`config.mk`:
```
export PLATFORM = sky130hd
export DESIGN_NAME = lru_page_replacement
export DESIGN_NICKNAME = d
export VERILOG_FILES = /design/src/rtl/lrupr_pkg.sv /design/src/rtl/lru_page_replacement.sv /design/src/rtl/lrupr_cell.sv
export VERILOG_INCLUDE_DIRS = /design/src /design/src/rtl
export SDC_FILE = /design/constraint.sdc
export NUM_CORES = 1
export LEC_CHECK = 0
export ABC_AREA = 1
export BUFFER_PORTS_ARGS = -buffer_cell sky130_fd_sc_hd__buf_2
export CAP_MARGIN = 20
export CORE_AREA = 2 2 122 171
export CTS_BUF_LIST = sky130_fd_sc_hd__clkbuf_2 sky130_fd_sc_hd__clkbuf_4 sky130_fd_sc_hd__clkbuf_8
export CTS_CLUSTER_DIAMETER = 40
export CTS_CLUSTER_SIZE = 25
export DETAILED_ROUTE_END_ITERATION = 12
export DIE_AREA = 0 0 124 173
export GPL_TIMING_DRIVEN = 0
export MAX_ROUTING_LAYER = met4
export PLACE_DENSITY = 0.52
export REMOVE_ABC_BUFFERS = 1
export SKIP_LAST_GASP = 1
export SLEW_MARGIN = 20
export SYNTH_ARGS = -nofsm -noshare
export SYNTH_HDL_FRONTEND = slang
export SYNTH_SLANG_ARGS = --single-unit
```
`constraint.sdc`:
```
create_clock -name clk -period 3.4 [get_ports clk]
set_clock_uncertainty 0.1 [all_clocks]
set_input_delay 0.34 -clock clk [delete_from_list [all_inputs] [get_ports clk]]
set_output_delay 0.34 -clock clk [all_outputs]
set_load 0.02 [all_outputs]
```
`src/rtl/lru_page_replacement_assert.svh`:
```
// ----------------------------------------------------------------------------
// LRU page store assertion macros
// Concurrent checks on clk, with or without the reset qualifier.
// ----------------------------------------------------------------------------
`ifndef LRU_PAGE_REPLACEMENT_ASSERT_SVH
`define LRU_PAGE_REPLACEMENT_ASSERT_SVH

`ifndef SYNTH

// Check on every clk edge while out of reset.
`define LRUPR_ASSERT(label, prop, msg) \
    label: assert property (@(posedge clk) disable iff (!rst_n) prop) else $error(msg);

// Check on every clk edge, reset included.
`define LRUPR_ASSERT_ALWAYS(label, prop, msg) \
    label: assert property (@(posedge clk) prop) else $error(msg);

`else

`define LRUPR_ASSERT(label, prop, msg)
`define LRUPR_ASSERT_ALWAYS(label, prop, msg)

`endif

`endif

```
`src/rtl/lrupr_pkg.sv`:
```
// ----------------------------------------------------------------------------
// LRU page store package
// Port widths, reset constants and the per-cell control bundle.
// ----------------------------------------------------------------------------
`default_nettype none

package lrupr_pkg;

    localparam int PAGE_W  = 16;   // width of the page and evicted_page ports
    localparam int CFG_W   = 3;    // width of the frame count register
    localparam int COUNT_W = 32;   // width of the fault total

    localparam logic [CFG_W-1:0] CFG_RESET = CFG_W'(4);

    // Control handed from the top level to each cell of the row
    typedef struct packed {
        logic en;          // request accepted this cycle
        logic live;        // cell holds a resident page
        logic at_tail;     // cell takes the referenced page
        logic below_tail;  // cell may shift from its upper neighbor
    } lrupr_ctl_t;

endpackage

`default_nettype wire

```
`src/rtl/lru_page_replacement.sv`:
```
// ----------------------------------------------------------------------------
// LRU page replacement, fully associative
// Row of recency cells with parallel compare and a shift-down chain.
// ----------------------------------------------------------------------------
// Usage:
//   Request channel: drive page and raise start; a request is taken at a
//   rising edge where start is high and busy is low. busy stays low, so a
//   new request may be presented in every cycle.
//   Result channel: done pulses for one cycle, in the cycle after the request
//   edge, with fault, evicted_valid, evicted_page and fault_total. The
//   receiver cannot stall; each result is valid only in its done cycle.
//   Throughput is one request per cycle. The work of a request is one
//   pass over the cell row: every cell compares its page at once, the hit
//   flag ripples up the row, and all cells shift or load at the same edge.
//   Configuration: cfg_we with cfg_data writes the frame count; 0 acts as
//   one frame and values above FRAMES act as FRAMES. Write it only while
//   no result is pending.
//   Reset: rst_n clears occupancy, the fault total and the result strobe,
//   and sets the frame count to 4. Cell contents are not cleared; cells at
//   or above the occupancy are never compared.
// ----------------------------------------------------------------------------
`default_nettype none

module lru_page_replacement
    import lrupr_pkg::*;
#(
    parameter int FRAMES    = 4,
    parameter int PAGE_BITS = 16
)
(
    input  wire logic               clk,
    input  wire logic               rst_n,
    input  wire logic               start,
    output logic                    busy,
    input  wire logic [PAGE_W-1:0]  page,
    input  wire logic               cfg_we,
    input  wire logic [CFG_W-1:0]   cfg_data,
    output logic                    done,
    output logic                    fault,
    output logic                    evicted_valid,
    output logic [PAGE_W-1:0]       evicted_page,
    output logic [COUNT_W-1:0]      fault_total
);

`include "lru_page_replacement_assert.svh"

    localparam int OCC_W = $clog2(FRAMES + 1);

    // Control and result registers
    logic [CFG_W-1:0]    cfg_reg;
    logic [OCC_W-1:0]    occ_reg;
    logic [OCC_W-1:0]    occ_next;
    logic [COUNT_W-1:0]  fault_count_reg;
    logic [COUNT_W-1:0]  fault_count_next;
    logic                done_reg;
    logic                fault_reg;
    logic                ev_valid_reg;
    logic [PAGE_W-1:0]   ev_page_reg;

    logic                accept;
    logic [PAGE_BITS-1:0] page_key;
    logic [OCC_W-1:0]    cap;
    logic                hit;
    logic                evict;
    logic [OCC_W-1:0]    tail;

    logic [PAGE_BITS-1:0] entry_w [FRAMES];
    logic [FRAMES-1:0]    match_w;
    logic [FRAMES:0]      shift_w;
    lrupr_ctl_t           ctl_w [FRAMES];

    // The whole reference is handled in the cycle it is taken
    assign busy   = 1'b0;
    assign accept = start && !busy;

    // Drop or zero-fill the upper page bits to the stored width
    assign page_key = PAGE_BITS'(page);

    // Effective frame count: clamp the register into 1..FRAMES
    always_comb
    begin
        if (cfg_reg == '0)
        begin
            cap = OCC_W'(1);
        end
        else if (int'(cfg_reg) > FRAMES)
        begin
            cap = OCC_W'(FRAMES);
        end
        else
        begin
            cap = OCC_W'(cfg_reg);
        end
    end

    // Pages in the row are unique, so at most one cell matches
    assign hit   = |match_w;
    // A miss with no free frame evicts the least recent page from cell 0
    assign evict = !hit && (occ_reg >= cap);
    // A miss with a free frame appends at the occupancy; otherwise the
    // referenced page lands in the top live cell
    assign tail  = (!hit && !evict) ? occ_reg : occ_reg - OCC_W'(1);

    assign shift_w[0] = evict;

    genvar gi;
    generate
        for (gi = 0; gi < FRAMES; gi++)
        begin : g_cell
            logic [PAGE_BITS-1:0] upper;

            if (gi == FRAMES - 1)
            begin : g_top
                assign upper = page_key;
            end
            else
            begin : g_mid
                assign upper = entry_w[gi+1];
            end

            assign ctl_w[gi].en         = accept;
            assign ctl_w[gi].live       = OCC_W'(gi) < occ_reg;
            assign ctl_w[gi].at_tail    = OCC_W'(gi) == tail;
            assign ctl_w[gi].below_tail = OCC_W'(gi) < tail;

            lrupr_cell #(
                .PAGE_BITS (PAGE_BITS)
            ) u_cell (
                .clk       (clk),
                .ctl       (ctl_w[gi]),
                .page_in   (page_key),
                .neighbor  (upper),
                .shift_in  (shift_w[gi]),
                .entry     (entry_w[gi]),
                .match     (match_w[gi]),
                .shift_out (shift_w[gi+1])
            );
        end
    endgenerate

    // Occupancy grows only on an append; fault total saturates
    always_comb
    begin
        occ_next         = occ_reg;
        fault_count_next = fault_count_reg;
        if (accept && !hit)
        begin
            if (!evict)
            begin
                occ_next = occ_reg + OCC_W'(1);
            end
            if (fault_count_reg != '1)
            begin
                fault_count_next = fault_count_reg + COUNT_W'(1);
            end
        end
    end

    always_ff @(posedge clk or negedge rst_n)
    begin
        if (!rst_n)
        begin
            cfg_reg         <= CFG_RESET;
            occ_reg         <= '0;
            fault_count_reg <= '0;
            done_reg        <= 1'b0;
        end
        else
        begin
            if (cfg_we)
            begin
                cfg_reg <= cfg_data;
            end
            occ_reg         <= occ_next;
            fault_count_reg <= fault_count_next;
            done_reg        <= accept;
        end
    end

    // Hold the result fields of the last request
    always_ff @(posedge clk)
    begin
        if (accept)
        begin
            fault_reg    <= !hit;
            ev_valid_reg <= evict;
            ev_page_reg  <= evict ? PAGE_W'(entry_w[0]) : '0;
        end
    end

    assign done          = done_reg;
    assign fault         = fault_reg;
    assign evicted_valid = ev_valid_reg;
    assign evicted_page  = ev_page_reg;
    assign fault_total   = fault_count_reg;

    `LRUPR_ASSERT(a_occ_bound, occ_reg <= OCC_W'(FRAMES), "occupancy above frame count")
    `LRUPR_ASSERT(a_done_follows, done_reg == $past(accept && rst_n), "done without request")
    `LRUPR_ASSERT_ALWAYS(a_never_busy, !busy, "busy raised")
    `LRUPR_ASSERT(a_empty_faults, accept && (occ_reg == '0) |=> fault, "hit reported on empty store")
    `LRUPR_ASSERT(a_hit_no_count, done && !fault |-> $stable(fault_total), "fault total moved on hit")
    `LRUPR_ASSERT(a_evict_is_fault, done && evicted_valid |-> fault, "eviction on hit")

endmodule

`default_nettype wire

```
`src/rtl/lrupr_cell.sv`:
```
// ----------------------------------------------------------------------------
// LRU page store cell
// One recency slot: compares its page, ripples the shift flag, shifts down.
// ----------------------------------------------------------------------------
`default_nettype none

module lrupr_cell
    import lrupr_pkg::*;
#(
    parameter int PAGE_BITS = 16
)
(
    input  wire logic                 clk,
    input  wire lrupr_ctl_t           ctl,
    input  wire logic [PAGE_BITS-1:0] page_in,
    input  wire logic [PAGE_BITS-1:0] neighbor,
    input  wire logic                 shift_in,
    output logic      [PAGE_BITS-1:0] entry,
    output logic                      match,
    output logic                      shift_out
);

    logic [PAGE_BITS-1:0] entry_reg;
    logic [PAGE_BITS-1:0] entry_next;

    assign match     = ctl.live && (entry_reg == page_in);
    // From a hit (or cell 0 on an eviction) upward the flag is set; slots below the tail shift down
    assign shift_out = shift_in || match;
    assign entry     = entry_reg;

    always_comb
    begin
        entry_next = entry_reg;
        if (ctl.en && ctl.at_tail)
        begin
            entry_next = page_in;
        end
        else if (ctl.en && shift_out && ctl.below_tail)
        begin
            entry_next = neighbor;
        end
    end

    always_ff @(posedge clk)
    begin
        entry_reg <= entry_next;
    end

endmodule

`default_nettype wire

```
==> metrics <==
status=finished, final reports clean; setup TNS=0 ns; I/O pin cnt=75; Worst Path Buf+Inv=3; Nets=~1000; Flop pwr share=between 30% and 40%; endpoints failing setup=0; Clock power frac=about a fifth; met2 Use GR=a little over a third; vias in the first global route=between 5000 and 6000; Post-synth EDFFs=between 80 and 90; RSZ-0062 raised after global routing=no; Clock Tree Root=clkbuf_8; Global Route met3 Usage=under 10%; # diodes=0; Placed Instance Area=7760 µm²; Fin. Hold Viols=0; fin crit share=between 90% and 100%; HPWL Detailed=15000 µm; Hold WC Path Type=in -> reg; Slew Viols, Final=0; worst r2r src=occ_reg[2]$_DFFE_PN0P_; synth cell count leaders=nand2_1, inv_1, nor2_1; ys async rst share=between 30% and 40%; DRC Markers=0; GPL Wtd Cong=between 0.9 and 1; Iter 0 DRT Violations=roughly 460; Crit path max-delay family=simple AND/OR/NAND/NOR gates; CP Max Fanout=19; FMAX=311 MHz; Largest register FFs=64; CTS max path bufs=2; Main synth FF type=edfxtp_1; PwrDens=around 900 nW/µm²; CP Launch Type=flip-flop; Core ar.=just under 20000 µm²; WP data arrival=around 3.3 ns; Slew @ Worst Pin=~0.95 ns; Yosys cell types=between 40 and 50; Slowest-stage cell, CP=dfrtp_1; IO buf count=73; Cells after Synth=905; WL final=about 20000 µm; fin crit period=between 3 and 4 ns; DRT Pass-1 Iters=5; Critical Path Sink Type=flip-flop; Rows=61; Starting Density=between 30% and 40%; Yosys top cell area share=between 30% and 40%; grt total ovfl=0; CTS tree=built; CP required=3.45 ns; Post-DRT Antenna Nets=0; GRT met1 Usage=22.2%; Rel. slew slack=36.9%; post-synthesis sequential area ratio=47.6%; DR WL/cell=approximately 16 µm; Post-Syn Area=~7200 µm²; synthesis-to-layout area growth=15.0%; clock sink count=around 120; Die Area=21500 µm²; Worst-path clk slew=around 0.070 ns; sw frac=approximately 44%; slowest stage delay, CP=about 0.46 ns; flops & latches, synth=121; Avg Cell Area, Syn=about 8 µm²; crit path from=occ_reg[2]$_DFFE_PN0P_; die height=173 µm; share of post-route cells with drive strength above 1=16.0%; combinational fraction of design power=44.7%; most numerous cell in the Yosys netlist=nand2_1; top post-synthesis cells by area=edfxtp_1, nand2_1, dfrtp_1; hold path startpoint=cfg_data[1]; first-pass GRT wire length=31800 µm; htree depth=4; Total GRT Usage=between 20% and 30%; max-cap viol count=0; YS warnings=0; Vias/cell=roughly 4.8; via count=roughly 6000; pin count of the biggest net entering global routing=58; Leak=approximately 4 nW; internal power=between 4 and 5 mW; Clock Latency Late Sink=approximately 0.45 ns; biggest area consumer among synthesized cells=edfxtp_1; Die X=124 µm; maximum vdd ir drop=0.310 mV; initial antenna violation count=0; busiest layer in global routing=met2; Net Sw Power=around 3.3 mW; Crit Path Category=reg -> reg; worst path cell trace=inv_2 > nand2_1 > nor2_2 > nor2_1 > nand2_1 > nor2_1 > nand3_2 > nand2_4 > nor2_8 > nand2_4 > nand2_4 > nand2_8 > inv_6 > nand2_1 > a21oi_2 > buf_6; final instance area=8310 µm²; CTS buffer count=17; Fillers=about 2100
per-stage QoR:
step	total power, mW	worst slack (ns)	utilization (%)	hold WS (ns)	std cells
6_report	7.60	0.182	41.9	0.0318	1242
5_1_grt	8.20	0.00811	41.9	0.00576	1242
4_1_cts	7.56	0.0191	41.6	0.00486	1237
3_5_place_dp	5.99	-0.530	39.1	0.390	1199
3_3_place_gp	5.89	-1.10	38.9	0.398	1196
2_1_floorplan	5.00	-0.310	-	-0.0556	871
logic make-up after synthesis:
group | Yosys count | share of synthesized area (%)
mux | 1 | 0.156
simple gates | 568 | 35.6
fa+ha+maj | 7 | 1.21
compound gates | 24 | 1.92
xor+xnor | 42 | 5.09
other cells | 1 | 0.0519
flops | 121 | 47.6
buf+inv | 141 | 8.34
cell type report:
class	instances	area [µm²]	share of cell area [%]
Clock inverter	13	179	2.15
Tap cell	252	315	3.79
Inverter	107	410	4.94
Timing Repair Buffer	86	487	5.86
Sequential cell	121	3440	41.4
Multi-Input combinational cell	644	3230	38.9
Clock buffer	19	249	3.00
path summary, 6_finish.rpt:
kind	to	slack, ns	depth (start not counted)
hold / removal	cfg_reg[1]$_DFFE_PN0P_	0.03	2
max in group asynchronous	fault_total[13]$_DFFE_PN0P_	2.13	2
setup / recovery	g_cell[3].u_cell.entry[9]$_DFFE_PP_	0.18	16
setup reg to reg	g_cell[3].u_cell.entry[9]$_DFFE_PP_	0.18	16
hold reg to reg	fault_total[28]$_DFFE_PN0P_	0.41	1
min in group asynchronous	fault_total[25]$_DFFE_PN0P_	0.47	2
power by group through the flow:
stage | clock, mW | sequential [mW] | combinational, mW
floorplan | 0 | 2.91 | 2.08
global placement | 0 | 2.83 | 3.06
detailed placement | 0 | 2.81 | 3.18
CTS | 1.46 | 2.78 | 3.32
global route | 1.53 | 2.86 | 3.82
finish | 1.42 | 2.78 | 3.40
per-layer routing:
layer	vias up	wire length (µm)
li1	3084	-
met1	2696	7780
met2	146	10500
met3	37	676
met4	0	797
met5	-	0
repair_timing:
action,in CTS,in global routing
hold buffers,4,0
hold endpoints to repair,40,0
resized for setup,3,3
pin swaps,2,1
buffers inserted,1,5
endpoints found under the setup margin,56,34
cloned,1,0
worst reg2reg max path, cell delays in order (launching register included):
cell	delay, ns
dfrtp_1	0.46
inv_2	0.23
nand2_1	0.17
nor2_2	0.21
nor2_1	0.06
nand2_1	0.08
nor2_1	0.06
nand3_2	0.10
nand2_4	0.09
nor2_8	0.17
nand2_4	0.11
nand2_4	0.10
nand2_8	0.12
inv_6	0.21
nand2_1	0.11
a21oi_2	0.33
buf_6	0.23
cells in the final DEF (no fill, tap or decap), types with 14 or more instances in the layout:
| cell type | instances |
|---|---|
| nand2_1 | 321 |
| inv_1 | 91 |
| nor2_1 | 89 |
| edfxtp_1 | 82 |
| buf_2 | 72 |
| nand4_1 | 55 |
| nand3_1 | 44 |
| dfrtp_1 | 38 |
| xor2_1 | 23 |
| nor3_1 | 21 |
| xnor2_1 | 19 |
| clkbuf_8 | 17 |
| inv_2 | 14 |
(Power assumes the default switching activity.)
